<file path="src/rtl/lsmt_pkg.sv">
// ----------------------------------------------------------------------------
// lsmt_pkg
// Shared types, register indexes, mode codes and timing defaults for the
// LCD scanline and mode timing block.
// ----------------------------------------------------------------------------
package lsmt_pkg;

    // Default timing of one frame
    localparam int LINE_CYCLES_DEF     = 456;
    localparam int LAST_LINE_DEF       = 153;
    localparam int VISIBLE_LINES_DEF   = 144;
    localparam int OAM_CYCLES_DEF      = 80;
    localparam int TRANSFER_CYCLES_DEF = 172;

    // Field widths
    localparam int LINE_W     = 8;
    localparam int MODE_W     = 2;
    localparam int ELAPSED_W  = 8;
    localparam int CFG_IDX_W  = 3;
    localparam int CFG_DATA_W = 8;

    // Register indexes
    localparam logic [CFG_IDX_W-1:0] REG_LCD_ENABLE    = 3'd0;
    localparam logic [CFG_IDX_W-1:0] REG_HBLANK_IRQ_EN = 3'd1;
    localparam logic [CFG_IDX_W-1:0] REG_VBLANK_IRQ_EN = 3'd2;
    localparam logic [CFG_IDX_W-1:0] REG_OAM_IRQ_EN    = 3'd3;
    localparam logic [CFG_IDX_W-1:0] REG_MATCH_IRQ_EN  = 3'd4;
    localparam logic [CFG_IDX_W-1:0] REG_COMPARE_LINE  = 3'd5;

    // Display modes
    localparam logic [MODE_W-1:0] MODE_HBLANK   = 2'd0;
    localparam logic [MODE_W-1:0] MODE_VBLANK   = 2'd1;
    localparam logic [MODE_W-1:0] MODE_OAM      = 2'd2;
    localparam logic [MODE_W-1:0] MODE_TRANSFER = 2'd3;

    typedef struct packed {
        logic              lcd_enable;
        logic              hblank_irq_en;
        logic              vblank_irq_en;
        logic              oam_irq_en;
        logic              match_irq_en;
        logic [LINE_W-1:0] compare_line;
    } cfg_t;

    typedef struct packed {
        logic [LINE_W-1:0] line;
        logic [MODE_W-1:0] mode;
        logic              match_flag;
        logic              stat_irq;
        logic              vblank_irq;
        logic              draw_line;
    } result_t;

endpackage

</file>
<file path="src/rtl/lsmt_cfg.sv">
// ----------------------------------------------------------------------------
// lsmt_cfg
// Control register file: decodes writes by index and holds the settings.
// ----------------------------------------------------------------------------
module lsmt_cfg
    import lsmt_pkg::*;
(
    input  logic                  clk,
    input  logic                  rst_n,
    input  logic                  cfg_we,
    input  logic [CFG_IDX_W-1:0]  cfg_index,
    input  logic [CFG_DATA_W-1:0] cfg_wdata,
    output cfg_t                  cfg
);

    cfg_t cfg_reg;
    cfg_t cfg_next;

    always_comb
    begin
        cfg_next = cfg_reg;
        if (cfg_we)
        begin
            unique case (cfg_index)
                REG_LCD_ENABLE:    cfg_next.lcd_enable    = cfg_wdata[0];
                REG_HBLANK_IRQ_EN: cfg_next.hblank_irq_en = cfg_wdata[0];
                REG_VBLANK_IRQ_EN: cfg_next.vblank_irq_en = cfg_wdata[0];
                REG_OAM_IRQ_EN:    cfg_next.oam_irq_en    = cfg_wdata[0];
                REG_MATCH_IRQ_EN:  cfg_next.match_irq_en  = cfg_wdata[0];
                REG_COMPARE_LINE:  cfg_next.compare_line  = cfg_wdata[LINE_W-1:0];
                default:           cfg_next = cfg_reg; // drop unknown index
            endcase
        end
    end

    always_ff @(posedge clk or negedge rst_n)
    begin
        if (!rst_n)
        begin
            cfg_reg <= '0;
        end
        else
        begin
            cfg_reg <= cfg_next;
        end
    end

    assign cfg = cfg_reg;

endmodule

</file>
<file path="src/rtl/lsmt_core.sv">
// ----------------------------------------------------------------------------
// lsmt_core
// Timing state (cycle counter, line, mode, match) and the single-pass step
// logic that computes one result word and the next state.
// ----------------------------------------------------------------------------
module lsmt_core
    import lsmt_pkg::*;
#(
    parameter int LINE_CYCLES     = LINE_CYCLES_DEF,
    parameter int LAST_LINE       = LAST_LINE_DEF,
    parameter int VISIBLE_LINES   = VISIBLE_LINES_DEF,
    parameter int OAM_CYCLES      = OAM_CYCLES_DEF,
    parameter int TRANSFER_CYCLES = TRANSFER_CYCLES_DEF
)
(
    input  logic                 clk,
    input  logic                 rst_n,
    input  logic                 step,
    input  logic [ELAPSED_W-1:0] elapsed,
    input  cfg_t                 cfg,
    output result_t              result
);

    localparam int CNT_W  = $clog2(LINE_CYCLES + 1);
    localparam int B2     = LINE_CYCLES - OAM_CYCLES;
    localparam int B3     = B2 - TRANSFER_CYCLES;
    localparam int B3_MAG = (B3 < 0) ? -B3 : B3;
    localparam int MAG_A  = (LINE_CYCLES > 255) ? LINE_CYCLES : 255;
    localparam int MAG    = (MAG_A > B3_MAG) ? MAG_A : B3_MAG;
    localparam int SW     = $clog2(MAG + 1) + 1;

    localparam logic signed [SW-1:0] B2_S      = SW'(B2);
    localparam logic signed [SW-1:0] B3_S      = SW'(B3);
    localparam logic [CNT_W-1:0]     CNT_LOAD  = CNT_W'(LINE_CYCLES);
    localparam logic [LINE_W-1:0]    VIS_LINE  = LINE_W'(VISIBLE_LINES);
    localparam logic [LINE_W:0]      LAST_LINE9 = (LINE_W + 1)'(LAST_LINE);

    logic [CNT_W-1:0]  cycle_count_reg, cycle_count_next;
    logic [LINE_W-1:0] line_reg, line_next;
    logic [MODE_W-1:0] mode_reg, mode_next;
    logic              match_reg, match_next;

    logic signed [SW-1:0] cnt_s;
    logic signed [SW-1:0] diff_s;
    logic                 wrap;
    logic [LINE_W:0]      line_inc;
    logic                 beyond_last;
    logic [LINE_W-1:0]    line_adv;
    logic [MODE_W-1:0]    mode_sel;
    logic                 mode_en;
    logic                 match_now;
    logic                 stat;

    assign cnt_s       = signed'(SW'({1'b0, cycle_count_reg}));
    assign diff_s      = cnt_s - signed'(SW'({1'b0, elapsed}));
    assign wrap        = (diff_s <= signed'(SW'(0)));
    assign line_inc    = {1'b0, line_reg} + (LINE_W + 1)'(1);
    assign beyond_last = (line_inc > LAST_LINE9);
    assign line_adv    = beyond_last ? '0 : line_inc[LINE_W-1:0];
    assign match_now   = (line_reg == cfg.compare_line);

    always_comb
    begin
        priority if (line_reg >= VIS_LINE)
        begin
            mode_sel = MODE_VBLANK;
            mode_en  = cfg.vblank_irq_en;
        end
        else if (cnt_s >= B2_S)
        begin
            mode_sel = MODE_OAM;
            mode_en  = cfg.oam_irq_en;
        end
        else if (cnt_s >= B3_S)
        begin
            mode_sel = MODE_TRANSFER;
            mode_en  = 1'b0;
        end
        else
        begin
            mode_sel = MODE_HBLANK;
            mode_en  = cfg.hblank_irq_en;
        end
    end

    assign stat = ((mode_sel != mode_reg) && mode_en) || (match_now && cfg.match_irq_en);

    always_comb
    begin
        if (!cfg.lcd_enable)
        begin
            cycle_count_next  = CNT_LOAD;
            line_next         = '0;
            mode_next         = MODE_VBLANK;
            match_next        = match_reg;
            result.stat_irq   = 1'b0;
            result.vblank_irq = 1'b0;
            result.draw_line  = 1'b0;
        end
        else
        begin
            mode_next        = mode_sel;
            match_next       = match_now;
            result.stat_irq  = stat;
            cycle_count_next = wrap ? CNT_LOAD : diff_s[CNT_W-1:0];
            line_next        = wrap ? line_adv : line_reg;
            result.vblank_irq = wrap && !beyond_last && (line_adv >= VIS_LINE);
            result.draw_line  = wrap && !beyond_last && (line_adv < VIS_LINE);
        end
        result.line       = line_next;
        result.mode       = mode_next;
        result.match_flag = match_next;
    end

    // Commit the state only when an item passes through
    always_ff @(posedge clk or negedge rst_n)
    begin
        if (!rst_n)
        begin
            cycle_count_reg <= CNT_LOAD;
            line_reg        <= '0;
            mode_reg        <= MODE_HBLANK;
            match_reg       <= 1'b0;
        end
        else if (step)
        begin
            cycle_count_reg <= cycle_count_next;
            line_reg        <= line_next;
            mode_reg        <= mode_next;
            match_reg       <= match_next;
        end
    end

endmodule

</file>
<file path="src/rtl/lcd_scanline_mode_timing.sv">
// ----------------------------------------------------------------------------
// lcd_scanline_mode_timing
// Scanline and display mode timing of a handheld LCD controller.
// ----------------------------------------------------------------------------
// Usage:
//   Input channel (in_valid / in_stall / elapsed_cycles): each word reports
//   how much CPU time has passed. Output channel (out_valid /
//   out_stall / line, mode, match_flag, stat_irq, vblank_irq, draw_line):
//   exactly one result word per input word, in order.
//   Config port (cfg_we / cfg_index / cfg_wdata): write only while idle.
//   Path: a word accepted into the input stage is registered there,
//   stepped through the timing logic and then loaded into the output
//   register, where its result becomes visible.
//   Throughput: one word per cycle while out_stall is low; the counter/line
//   update is one compare-and-subtract pass between input and output stages.
//   Reset: the counter loads a full line, line and mode clear, all config
//   registers clear (display off), both pipeline stages empty.
//   Stall: while out_stall holds a result, the input stage still takes one
//   more word; in_stall rises only when both stages are full.
// ----------------------------------------------------------------------------
module lcd_scanline_mode_timing
    import lsmt_pkg::*;
#(
    parameter int LINE_CYCLES     = LINE_CYCLES_DEF,
    parameter int LAST_LINE       = LAST_LINE_DEF,
    parameter int VISIBLE_LINES   = VISIBLE_LINES_DEF,
    parameter int OAM_CYCLES      = OAM_CYCLES_DEF,
    parameter int TRANSFER_CYCLES = TRANSFER_CYCLES_DEF
)
(
    input  logic                  clk,
    input  logic                  rst_n,
    // config write port
    input  logic                  cfg_we,
    input  logic [CFG_IDX_W-1:0]  cfg_index,
    input  logic [CFG_DATA_W-1:0] cfg_wdata,
    // input channel
    input  logic                  in_valid,
    output logic                  in_stall,
    input  logic [ELAPSED_W-1:0]  elapsed_cycles,
    // output channel
    output logic                  out_valid,
    input  logic                  out_stall,
    output logic [LINE_W-1:0]     line,
    output logic [MODE_W-1:0]     mode,
    output logic                  match_flag,
    output logic                  stat_irq,
    output logic                  vblank_irq,
    output logic                  draw_line
);

    cfg_t    cfg;
    result_t step_result;

    logic                 in_valid_reg;
    logic [ELAPSED_W-1:0] elapsed_reg;
    logic                 out_valid_reg;
    result_t              result_reg;

    logic advance;
    logic take_in;

    // Move a word forward when the output slot is empty or being drained
    assign advance  = in_valid_reg && (!out_valid_reg || !out_stall);
    // The input slot frees up when empty or when its word advances
    assign in_stall = in_valid_reg && !advance;
    assign take_in  = in_valid && !in_stall;

    lsmt_cfg u_cfg
    (
        .clk       (clk),
        .rst_n     (rst_n),
        .cfg_we    (cfg_we),
        .cfg_index (cfg_index),
        .cfg_wdata (cfg_wdata),
        .cfg       (cfg)
    );

    lsmt_core
    #(
        .LINE_CYCLES     (LINE_CYCLES),
        .LAST_LINE       (LAST_LINE),
        .VISIBLE_LINES   (VISIBLE_LINES),
        .OAM_CYCLES      (OAM_CYCLES),
        .TRANSFER_CYCLES (TRANSFER_CYCLES)
    )
    u_core
    (
        .clk     (clk),
        .rst_n   (rst_n),
        .step    (advance),
        .elapsed (elapsed_reg),
        .cfg     (cfg),
        .result  (step_result)
    );

    // Input stage: hold the word until the step logic consumes it
    always_ff @(posedge clk or negedge rst_n)
    begin
        if (!rst_n)
        begin
            in_valid_reg <= 1'b0;
        end
        else if (take_in)
        begin
            in_valid_reg <= 1'b1;
        end
        else if (advance)
        begin
            in_valid_reg <= 1'b0;
        end
    end

    always_ff @(posedge clk)
    begin
        if (take_in)
        begin
            elapsed_reg <= elapsed_cycles;
        end
    end

    // Output stage: load on advance, drop once the receiver takes it
    always_ff @(posedge clk or negedge rst_n)
    begin
        if (!rst_n)
        begin
            out_valid_reg <= 1'b0;
        end
        else if (advance)
        begin
            out_valid_reg <= 1'b1;
        end
        else if (!out_stall)
        begin
            out_valid_reg <= 1'b0;
        end
    end

    always_ff @(posedge clk)
    begin
        if (advance)
        begin
            result_reg <= step_result;
        end
    end

    assign out_valid  = out_valid_reg;
    assign line       = result_reg.line;
    assign mode       = result_reg.mode;
    assign match_flag = result_reg.match_flag;
    assign stat_irq   = result_reg.stat_irq;
    assign vblank_irq = result_reg.vblank_irq;
    assign draw_line  = result_reg.draw_line;

`ifndef SYNTHESIS
    // Input stalls only when both stages hold words and the receiver stalls
    a_stall_only_when_full: assert property (@(posedge clk) disable iff (!rst_n)
        in_stall |-> (out_valid && out_stall))
        else $error("input stalled with room in the pipeline");

    // A line start is either vblank or visible, never both
    a_vbl_draw_excl: assert property (@(posedge clk) disable iff (!rst_n)
        out_valid |-> !(vblank_irq && draw_line))
        else $error("vblank and draw flagged together");

    // Draw requests only name visible lines
    a_draw_visible: assert property (@(posedge clk) disable iff (!rst_n)
        (out_valid && draw_line) |-> (line < LINE_W'(VISIBLE_LINES)))
        else $error("draw flagged outside visible lines");

    // Line never passes the last line of the frame
    a_line_range: assert property (@(posedge clk) disable iff (!rst_n)
        out_valid |-> ({1'b0, line} <= (LINE_W + 1)'(LAST_LINE)))
        else $error("line beyond last line");
`endif

endmodule
</file>
<file path="config.mk">
export PLATFORM = sky130hd
export DESIGN_NAME = lcd_scanline_mode_timing
export DESIGN_NICKNAME = d
export VERILOG_FILES = /design/src/rtl/lsmt_pkg.sv /design/src/rtl/lsmt_cfg.sv /design/src/rtl/lsmt_core.sv /design/src/rtl/lcd_scanline_mode_timing.sv
export SDC_FILE = /design/constraint.sdc
export NUM_CORES = 1
export LEC_CHECK = 0
export ABC_AREA = 1
export BUFFER_PORTS_ARGS = -buffer_cell sky130_fd_sc_hd__buf_2
export CORE_MARGIN = 2
export CORE_UTILIZATION = 45
export CTS_BUF_LIST = sky130_fd_sc_hd__clkbuf_16
export DETAILED_ROUTE_END_ITERATION = 10
export PLACE_DENSITY_LB_ADDON = 0.08
export SYNTH_ARGS = -nofsm -noshare
export SYNTH_HDL_FRONTEND = slang
export SYNTH_SLANG_ARGS = --single-unit
</file>
<file path="constraint.sdc">
create_clock -name clk -period 2.63 [get_ports clk]
set_clock_uncertainty 0.15 [all_clocks]
set_input_delay 0.3945 -clock clk [delete_from_list [all_inputs] [get_ports clk]]
set_output_delay 0.3945 -clock clk [all_outputs]
set_load 0.03 [all_outputs]
</file>
==> flow_metrics.env, run 1 <==
export IMPL_worstReg2RegStart="u_core.cycle_count_reg[0]"
export IMPL_synth_top_flop_cell="dfrtp_1"
export IMPL_core_sq_um=6910
export IMPL_final_area_sq_um=3960
export IMPL_slew_viol_final=0
export IMPL_period_needed_ns=2.50
export IMPL_critPathLaunch="u_core.cycle_count_reg[0]"
export IMPL_cts_hold_buffers_added=0
export IMPL_path_common_cell="nand3_2"
export IMPL_cts_tree="yes"
export IMPL_overflow=0
export IMPL_p_per_area_nw_per_um2=1140
export IMPL_synth_edf_count=22
export IMPL_dpl_cell_count=517
export IMPL_post_route_period_util_pct=95.1
export IMPL_path_class="reg -> reg"
export IMPL_largest_register_ffs=13
export IMPL_nFillCells=640
export IMPL_dpl_cell_area_sq_um=3570
export IMPL_relSlewSlack_pct=45.6
export IMPL_tightest_slew_ns=0.815
export IMPL_ys_seq_elements=57
export IMPL_async_flop_share_pct=61.4
export IMPL_synthCells=382
export IMPL_grt_pass1_wl_microns=11900
export IMPL_crit_path_end_kind="flip-flop"
export IMPL_worstRegToRegCells=13
export IMPL_clock_root_buffer="clkbuf_16"
export IMPL_cts_sinks=57
export IMPL_dr_pass1_iters=4
export IMPL_synth_area_sq_um=3250
export IMPL_post_layout_nonfiller_instances=536
export IMPL_area_growth_pct=21.9
export IMPL_synth_top_area_cell="dfrtp_1"
export IMPL_hpwl_microns=5350
export IMPL_ant_nets=0
export IMPL_vias=2709
export IMPL_cap_violations=0
export IMPL_drt_iter0_drc=211
export IMPL_arrival_ns=2.43
export IMPL_clock_fmax_mhz=400
export IMPL_io_pins=40
export IMPL_synthTopCellsByArea="dfrtp_1 24%, edfxtp_1 20%, nand2_1 11%"
export IMPL_die_h_microns=88.9
export IMPL_outcome="finished, final reports clean"
export IMPL_leakagePower_nw=1.96
export IMPL_viasPerCell=5.05
export IMPL_first_global_vias=2539
export IMPL_layout_commonest_cell="nand2_1"
export IMPL_hold_viol=0
export IMPL_nNetsFinal=470
export IMPL_postLayoutCoreUtil_pct=57.3
export IMPL_cpLargestDelayFamily="simple AND/OR/NAND/NOR gates"
export IMPL_vdd_ir_drop_worst_mv=0.498
export IMPL_drive_gt1_share_pct=23.2
export IMPL_num_antenna_cells=0
export IMPL_clk_latency_ns=0.33
export IMPL_seq_area_frac_synth_pct=47.5
export IMPL_critPathRequiredTime_ns=2.56
export IMPL_whs_ns=0.00658
export IMPL_numCtsBuffers=9
export IMPL_ys_warn_count=0
export IMPL_setup_viol=0
export IMPL_crit_path_end="line[0]"
export IMPL_antenna_found_initial=0
export IMPL_clockBufferDepth=2
export IMPL_slowest_delay_ns=0.43
export IMPL_hp_class="in -> async"
export IMPL_start_util_pct=47.0
export IMPL_critPathMaxFanout=6
export IMPL_syn_area_per_cell_sq_um=8.50
export IMPL_path_depth=13
export IMPL_rows=30
export IMPL_path_cells="inv_1 -> ha_1 -> inv_2 -> fa_2 -> nand3_2 -> nand4_1 -> nand2_2 -> nand3_2 -> nor2_4 -> nand3_4 -> nand2_8 -> nand2_1 -> and3_1"
export IMPL_port_buffers=39
export IMPL_total_power_mw=4.49
export IMPL_htreeDepth=3
export IMPL_wire_per_inst_microns=13.6
export IMPL_grt_usage_pct=19.9
export IMPL_die_x_microns=88.9
export IMPL_r2r_slack_ns=0.13
export IMPL_final_cell_mix="91 x nand2_1, 55 x inv_1, 39 x buf_2, 35 x nand3_1, 31 x dfrtp_1"
export IMPL_gp_congestion=0.914
export IMPL_grt_max_degree=36
export IMPL_drt_wl_total_microns=7310
export IMPL_path_buf_inv=2
export IMPL_clk_pin_slew_ns=0.05
export IMPL_rr_endpoint="line[0]"
export IMPL_critPathSlowestCell="fa_2"
export IMPL_synth_top_area_share_pct=23.9
export IMPL_ys_types=37
export IMPL_dieArea_sq_um=7910
export IMPL_drc=0
export IMPL_start_kind="flip-flop"
export IMPL_syn_num_nets=417
-- cells in the mapped netlist (2+ instances only) --
cell type  instances
a21oi_1            6
a21oi_2            2
a31oi_1            5
and3_1             5
clkbuf_1           4
clkinv_1           2
dfrtp_1           31
dfstp_2            4
edfxtp_1          22
ha_1              10
inv_1             56
mux2_2             7
nand2_1           94
nand2_2            5
nand2_4            2
nand3_1           37
nand3_2            2
nand4_1           12
nor2_1            23
nor2_2             2
nor4_1             2
o211ai_1           2
o21ai_0           21
o22ai_1            3
xor2_1            11
-- logic make-up (layout without fill, tap and decap cells) --
kind of cell / Yosys count / after routing / synth area share (%)
AO/OA/AOI/OAI: 39 / 39 / 6.71
XOR/XNOR: 12 / 12 / 3.24
adder cells (fa/ha/maj): 11 / 11 / 4.47
buffers and inverters: 66 / 123 / 8.05
flip-flops: 57 / 57 / 47.5
multiplexers: 7 / 7 / 2.43
AND/OR/NAND/NOR: 190 / 191 / 27.6
-- worst register-to-register path, delay by kind of cell, from the launching register on --
kind | cells | cell delay (ns)
adder cells (fa/ha/maj) | 2 | 0.58
buffers and inverters | 2 | 0.13
flip-flops | 1 | 0.36
AND/OR/NAND/NOR | 9 | 1.05
-- repair_timing --
action,CTS,global route
hold endpoints to repair,0,0
gates resized for setup,0,14
setup buffers,0,2
setup endpoints to repair,0,24
-- area by class of cell --
class                           count  area (sq um)  area share, %
Clock inverter                      6          53.8           1.36
Inverter                           59           221           5.60
Timing Repair Buffer               48           267           6.73
Tap cell                           96           120           3.04
Multi-Input combinational cell    260          1500           38.0
Clock buffer                       10           250           6.32
Sequential cell                    57          1540           39.0
-- where the power goes --
group,total (mW),internal (mW),switching (mW)
clock network,1.18,0.779,0.398
logic,1.84,0.665,1.18
registers,1.47,1.23,0.245
total,4.49,2.67,1.82
-- per-layer routing --
layer	wire length, microns	GRT usage [%]
met3	510	3.51
met2	3110	28.8
met4	85	7.60
met5	0	0
met1	3600	29.8
-- worst min path at each step --
stage | to | slack (ns) | from
2_1_floorplan | in_valid_reg | -0.05 | rst_n
3_3_place_gp | u_core.match_reg | 0.32 | u_core.match_reg
3_5_place_dp | u_cfg.cfg[9] | 0.33 | u_cfg.cfg[9]
4_1_cts | u_core.cycle_count_reg[2] | 0.04 | rst_n
5_1_grt | u_core.match_reg | 0.09 | rst_n
6_report | u_core.cycle_count_reg[1] | 0.007 | rst_n
-- metrics by stage --
| step | TNS, ns | worst slack (ns) |
|---|---|---|
| 2_1_floorplan | 0 | 0.200 |
| 3_3_place_gp | 0 | 0.100 |
| 3_5_place_dp | 0 | 0.0348 |
| 4_1_cts | 0 | 0.0264 |
| 5_1_grt | -0.00523 | -0.00523 |
| 6_report | 0 | 0.129 |
(Power assumes the default switching activity.)
==> run 2: changes to the inputs <==
--- a/config.mk
+++ b/config.mk
@@ -6,10 +6,9 @@
 export NUM_CORES = 1
 export LEC_CHECK = 0
 export ABC_AREA = 1
-export BUFFER_PORTS_ARGS = -buffer_cell sky130_fd_sc_hd__buf_2
+export BUFFER_PORTS_ARGS = -buffer_cell sky130_fd_sc_hd__buf_4
 export CORE_MARGIN = 2
 export CORE_UTILIZATION = 45
-export CTS_BUF_LIST = sky130_fd_sc_hd__clkbuf_16
 export DETAILED_ROUTE_END_ITERATION = 10
 export PLACE_DENSITY_LB_ADDON = 0.08
 export SYNTH_ARGS = -nofsm -noshare
==> run 2 against run 1 <==
Compared with the run above:
- register-to-register slack about the same
- maximum frequency about the same
- power down 4.3%
- non-clock buffer count up 2
- via count down 1.2%
- flip-flop and latch count unchanged
- utilization up 0.22 points
- combinational power about the same
- clock power down 17%
- first-iteration DRC count down 35%
- die area unchanged
- critical endpoint is now line[7]
- largest cell class unchanged
==> flow_metrics.env, run 2 (synthesis results as in run 1) <==
export IMPL_grt_pass1_wl_microns=11400
export IMPL_pre_cts_ws_ns=0.0368
export IMPL_vdd_ir_drop_worst_mv=0.524
export IMPL_relSlewSlack_pct=61.5
export IMPL_start_util_pct=47.0
export IMPL_ant_nets=0
export IMPL_final_area_sq_um=3970
export IMPL_path_class="reg -> reg"
export IMPL_cpLargestDelayFamily="simple AND/OR/NAND/NOR gates"
export IMPL_first_global_vias=2422
export IMPL_port_buffers=39
export IMPL_dpl_cell_area_sq_um=3670
export IMPL_antenna_found_initial=0
export IMPL_drt_wl_total_microns=7070
export IMPL_numCtsBuffers=9
export IMPL_critPathMaxFanout=8
export IMPL_rows=30
export IMPL_hold_viol=0
export IMPL_fin_ws_ns=0.130
export IMPL_arrival_ns=2.45
export IMPL_die_h_microns=88.9
export IMPL_slowest_delay_ns=0.36
export IMPL_cap_violations=0
export IMPL_clk_pin_slew_ns=0.07
export IMPL_clk_latency_ns=0.34
export IMPL_cts_sinks=57
export IMPL_gp_congestion=0.899
export IMPL_critPathSlowestCell="dfrtp_1"
export IMPL_clockBufferDepth=2
export IMPL_viasPerCell=4.99
export IMPL_clock_fmax_mhz=400
export IMPL_crit_path_end_kind="flip-flop"
export IMPL_cts_tree="yes"
export IMPL_largest_register_ffs=13
export IMPL_grt_usage_pct=19.4
export IMPL_path_cells="inv_1 -> ha_2 -> inv_2 -> fa_2 -> nand3_1 -> nand4_1 -> nand2_2 -> nand3_2 -> nor2_4 -> nand3_4 -> nand2_8 -> buf_6 -> nand2_1 -> nand2_1 -> nor2_1"
export IMPL_tns_ns=0
export IMPL_dpl_cell_count=517
export IMPL_critPathRequiredTime_ns=2.58
export IMPL_vias=2677
export IMPL_overflow=0
export IMPL_nNetsFinal=471
export IMPL_final_cell_mix="92 x nand2_1, 54 x inv_1, 47 x buf_4, 37 x nand3_1, 31 x dfrtp_1"
export IMPL_num_antenna_cells=0
export IMPL_dr_pass1_iters=4
export IMPL_drc=0
export IMPL_path_common_cell="nand2_1"
export IMPL_leakagePower_nw=1.95
export IMPL_drt_iter0_drc=138
export IMPL_io_pins=40
export IMPL_htreeDepth=3
export IMPL_core_sq_um=6910
export IMPL_setup_viol=0
export IMPL_tightest_slew_ns=0.577
export IMPL_path_buf_inv=3
export IMPL_clock_root_buffer="clkbuf_8"
export IMPL_rsz0062_at_grt="yes"
export IMPL_worstRegToRegCells=15
export IMPL_hp_class="in -> reg"
export IMPL_area_growth_pct=22.4
export IMPL_outcome="finished, final reports clean"
export IMPL_dieArea_sq_um=7910
export IMPL_layout_commonest_cell="nand2_1"
export IMPL_grt_max_degree=36
export IMPL_drive_gt1_share_pct=22.2
export IMPL_hpwl_microns=5280
export IMPL_start_kind="flip-flop"
export IMPL_path_depth=15
export IMPL_post_layout_nonfiller_instances=537
export IMPL_post_route_period_util_pct=95.1
export IMPL_p_per_area_nw_per_um2=1080
export IMPL_hold_depth=1
export IMPL_die_x_microns=88.9
export IMPL_slew_viol_final=0
export IMPL_period_needed_ns=2.50
export IMPL_wire_per_inst_microns=13.2
==> run 2: cell types whose count changed in the layout (fill, tap and decap cells not counted), sizes merged <==
| cell | before | now |
|---|---|---|
| clkinv | 6 | 4 |
| clkinvlp | 0 | 1 |
| bufinv | 1 | 3 |
| buf | 48 | 49 |
| dlygate4sd3 | 0 | 1 |
| nand2 | 102 | 101 |
| inv | 58 | 57 |
==> run 2: area by class of cell <==
cell class	instances	area, sq um
fillers	654	2930
flip-flops and latches	57	1540
multi-input cells	259	1470
repair buffers	50	385
inverters	59	221
clock buffers	10	128
well taps	96	120
clock inverters	6	106
==> run 2: through the flow <==
step	hold WS (ns)	power (mW)	util, %
floorplan	-0.0511	2.80	-
global placement	0.236	3.23	53.2
detailed placement	0.236	3.26	53.2
CTS	0.0626	4.25	56.7
global route	0.0626	4.64	57.5
finish	0.0739	4.30	57.5
==> run 2: per-layer routing <==
metal	up-vias	share of wire [%]	track usage, %
met2	85	41	26.3
met4	0	2.7	9.23
met5	-	0	0
met1	1206	51	29.5
met3	20	5.6	3.88
li1	1366	-	-
==> run 2: power by group <==
part           switching [mW]  total [mW]  internal (mW)  leakage (nW)
combinational            1.15        1.85          0.697          1.20
clock                   0.358       0.983          0.624         0.114
sequential              0.243        1.47           1.23         0.644
total                    1.75        4.30           2.55          1.95
==> run 2: path summary, 6_finish.rpt <==
check,slack [ns],to,startpoint
max,0.13,line[7],u_core.cycle_count_reg[0]
min,0.07,elapsed_reg[7],elapsed_cycles[7]
max reg2reg,0.13,line[7],u_core.cycle_count_reg[0]
min reg2reg,0.34,u_cfg.cfg[9],u_cfg.cfg[9]
max in group asynchronous,1.57,u_core.cycle_count_reg[6],rst_n
min in group asynchronous,0.40,in_valid_reg,rst_n
==> run 2: timing repair <==
| action | CTS | global route |
|---|---|---|
| resized for setup | 0 | 13 |
| setup buffers | 0 | 3 |
| hold endpoints to repair | 31 | 0 |
| hold buffers | 1 | 0 |
| endpoints found under the setup margin | 0 | 21 |
==> run 3: changes to the inputs <==
--- a/config.mk
+++ b/config.mk
@@ -5,7 +5,6 @@
 export SDC_FILE = /design/constraint.sdc
 export NUM_CORES = 1
 export LEC_CHECK = 0
-export ABC_AREA = 1
 export BUFFER_PORTS_ARGS = -buffer_cell sky130_fd_sc_hd__buf_4
 export CORE_MARGIN = 2
 export CORE_UTILIZATION = 45
==> run 3 against run 2 <==
Compared with the run above:
- the flow now finishes with violations (negative setup slack)
- first-iteration DRC count fell by 18%
- critical endpoint is now line[4]
- global-route usage rose by 1.6 points
- critical path type unchanged
- utilization rose by 6.6 points
- clock power rose by 7%
==> flow_metrics.env, run 3 <==
export IMPL_worstRegToRegCells=10
export IMPL_async_flop_share_pct=61.4
export IMPL_antenna_found_initial=0
export IMPL_vias=2786
export IMPL_outcome="finished, violations left"
export IMPL_synthMuxAreaShare_pct=5.19
export IMPL_viasPerCell=5.52
export IMPL_rows=30
export IMPL_num_antenna_cells=0
export IMPL_cts_tree="yes"
export IMPL_gp_congestion=0.889
export IMPL_seq_area_frac_synth_pct=47.4
export IMPL_clockBufferDepth=2
export IMPL_crit_path_end="line[4]"
export IMPL_arrival_ns=3.07
export IMPL_drive_gt1_share_pct=38.1
export IMPL_critPathLaunch="elapsed_reg[1]"
export IMPL_whs_ns=0.0737
export IMPL_relSlewSlack_pct=56.1
export IMPL_core_sq_um=6910
export IMPL_tightest_slew_ns=0.659
export IMPL_htreeDepth=3
export IMPL_rr_endpoint="line[4]"
export IMPL_ys_warn_count=0
export IMPL_drt_iter0_drc=113
export IMPL_area_growth_pct=36.1
export IMPL_leakagePower_nw=1.86
export IMPL_synth_top_area_share_pct=23.8
export IMPL_start_kind="flip-flop"
export IMPL_crit_path_end_kind="flip-flop"
export IMPL_slew_viol_final=0
export IMPL_synth_compound_area_share_pct=15.5
export IMPL_synth_edf_count=22
export IMPL_synth_common_cells="31 x dfrtp_1, 31 x nand2_1, 22 x edfxtp_1"
export IMPL_syn_area_per_cell_sq_um=10.2
export IMPL_largest_register_ffs=13
export IMPL_drc=0
export IMPL_die_x_microns=89.0
export IMPL_grt_usage_pct=21.0
export IMPL_synthCells=319
export IMPL_ys_types=62
export IMPL_critPathMaxFanout=5
export IMPL_r2r_slack_ns=-0.40
export IMPL_numCtsBuffers=9
export IMPL_p_per_area_nw_per_um2=943
export IMPL_hpwl_microns=5500
export IMPL_total_power_mw=4.17
export IMPL_postLayoutCoreUtil_pct=64.1
export IMPL_nFillCells=604
export IMPL_dieArea_sq_um=7930
export IMPL_synth_top_family_by_area="simple AND/OR/NAND/NOR gates"
export IMPL_path_class="reg -> reg"
export IMPL_nNetsFinal=439
export IMPL_grt_max_degree=36
export IMPL_hp_class="in -> reg"
export IMPL_synth_top_flop_cell="dfrtp_1"
export IMPL_die_h_microns=89.0
export IMPL_syn_num_nets=354
export IMPL_worstReg2RegStart="elapsed_reg[1]"
export IMPL_cts_sinks=57
export IMPL_clock_root_buffer="clkbuf_8"
export IMPL_clk_latency_ns=0.34
export IMPL_pre_cts_ws_ns=-0.444
export IMPL_clk_pin_slew_ns=0.07
export IMPL_synthTopCellsByArea="dfrtp_1 24%, edfxtp_1 20%, mux2_2 5.2%"
export IMPL_synth_xor_area_share_pct=3.23
export IMPL_fin_ws_ns=-0.404
export IMPL_port_buffers=39
export IMPL_vdd_ir_drop_worst_mv=0.444
export IMPL_synth_area_sq_um=3250
export IMPL_wire_per_inst_microns=15.3
export IMPL_post_route_period_util_pct=115
export IMPL_synth_top_area_cell="dfrtp_1"
export IMPL_setup_viol=27
export IMPL_grt_pass1_wl_microns=12500
export IMPL_dr_pass1_iters=4
export IMPL_violations="negative setup slack"
export IMPL_synth_fa_ha_area_share_pct=4.46
export IMPL_layout_commonest_cell="buf_4"
export IMPL_ys_seq_elements=57
export IMPL_yosys_area_share_simple_pct=19.9
export IMPL_clock_fmax_mhz=330
export IMPL_io_pins=40
export IMPL_overflow=0
export IMPL_post_layout_nonfiller_instances=505
export IMPL_first_global_vias=2556
export IMPL_dpl_cell_count=483
export IMPL_cap_violations=0
export IMPL_period_needed_ns=3.03
export IMPL_drt_wl_total_microns=7750
export IMPL_hold_viol=0
export IMPL_start_util_pct=47.1
export IMPL_final_cell_mix="84 x buf_4, 31 x dfrtp_1, 30 x nand2_1, 22 x edfxtp_1, 18 x inv_1"
export IMPL_ant_nets=0
export IMPL_critPathRequiredTime_ns=2.67
export IMPL_rsz0062_at_grt="yes"
[run 3: cell count changes in the layout (fill, tap and decap cells not counted), moves of 6 or more]
cell     delta
xor2_1     -10
inv_1      -36
nand2_2     -7
o21ai_0    -12
nand2_1    -62
nand3_1    -29
mux2_2      +7
nor2b_1     +6
buf_4      +37
xnor2_1    +10
[run 3: layer usage]
layer	routed length, microns	global-route usage [%]	up-vias
li1	-	-	1356
met1	3650	29.1	1361
met2	3660	33.2	59
met3	329	4.06	10
met4	112	7.33	0
met5	0	0	-
[run 3: worst min-delay path by stage]
stage | from | end | slack [ns] | cells past startpoint
5_1_grt | elapsed_cycles[0] | elapsed_reg[0] | 0.06 | 1
6_report | elapsed_cycles[0] | elapsed_reg[0] | 0.07 | 1
2_1_floorplan | rst_n | in_valid_reg | -0.05 | 0
3_3_place_gp | rst_n | u_core.cycle_count_reg[5] | 0.24 | 1
3_5_place_dp | rst_n | u_core.cycle_count_reg[5] | 0.24 | 1
4_1_cts | elapsed_cycles[0] | elapsed_reg[0] | 0.06 | 1
[run 3: repair_timing]
action | in CTS | in global routing
hold endpoints to repair | 31 | 0
pin swaps | 7 | 4
buffers inserted | 3 | 2
gates resized for setup | 11 | 14
endpoints found under the setup margin | 27 | 27
hold buffers | 1 | 0
cloned | 0 | 0
[run 3: metrics by stage]
stage / area, sq um / setup TNS, ns
2_1_floorplan: 3290 / -5.58
5_1_grt: 4430 / -11.09
3_5_place_dp: 3970 / -8.24
3_3_place_gp: 3970 / -7.68
6_report: 4430 / -8.08
4_1_cts: 4330 / -7.70
[run 3: kinds of logic (layout without fill, tap and decap cells)]
family,count (synthesis),after routing
multiplexers,15,15
AO/OA/AOI/OAI,70,70
flip-flops,57,57
adder cells (fa/ha/maj),11,11
XOR/XNOR,12,12
buffers and inverters,34,124
AND/OR/NAND/NOR,120,120
[run 3: cell type report]
class / count / area (sq um) / share of cell area [%]
clock buffers: 12 / 155 / 3.50
well taps: 96 / 120 / 2.71
flip-flops and latches: 57 / 1540 / 34.8
clock inverters: 4 / 98.8 / 2.23
repair buffers: 88 / 683 / 15.4
multi-input cells: 228 / 1750 / 39.6
inverters: 20 / 75.1 / 1.70
[run 3: power breakdown]
| part | internal, mW | switching (mW) | total (mW) |
|---|---|---|---|
| Clock | 0.683 | 0.363 | 1.05 |
| Sequential | 1.16 | 0.178 | 1.34 |
| Combinational | 0.898 | 0.894 | 1.79 |
| Total | 2.74 | 1.44 | 4.17 |
[run 3: worst max-delay path, cell delays in order (launching register included)]
cell and delay (ns):
edfxtp_1 0.38, inv_2 0.09, ha_4 0.20, nor2b_4 0.12, o2111a_1 0.25, or4b_4 0.52
and3_4 0.17, or3_4 0.33, and2_4 0.17, or3_4 0.38, a21oi_2 0.12
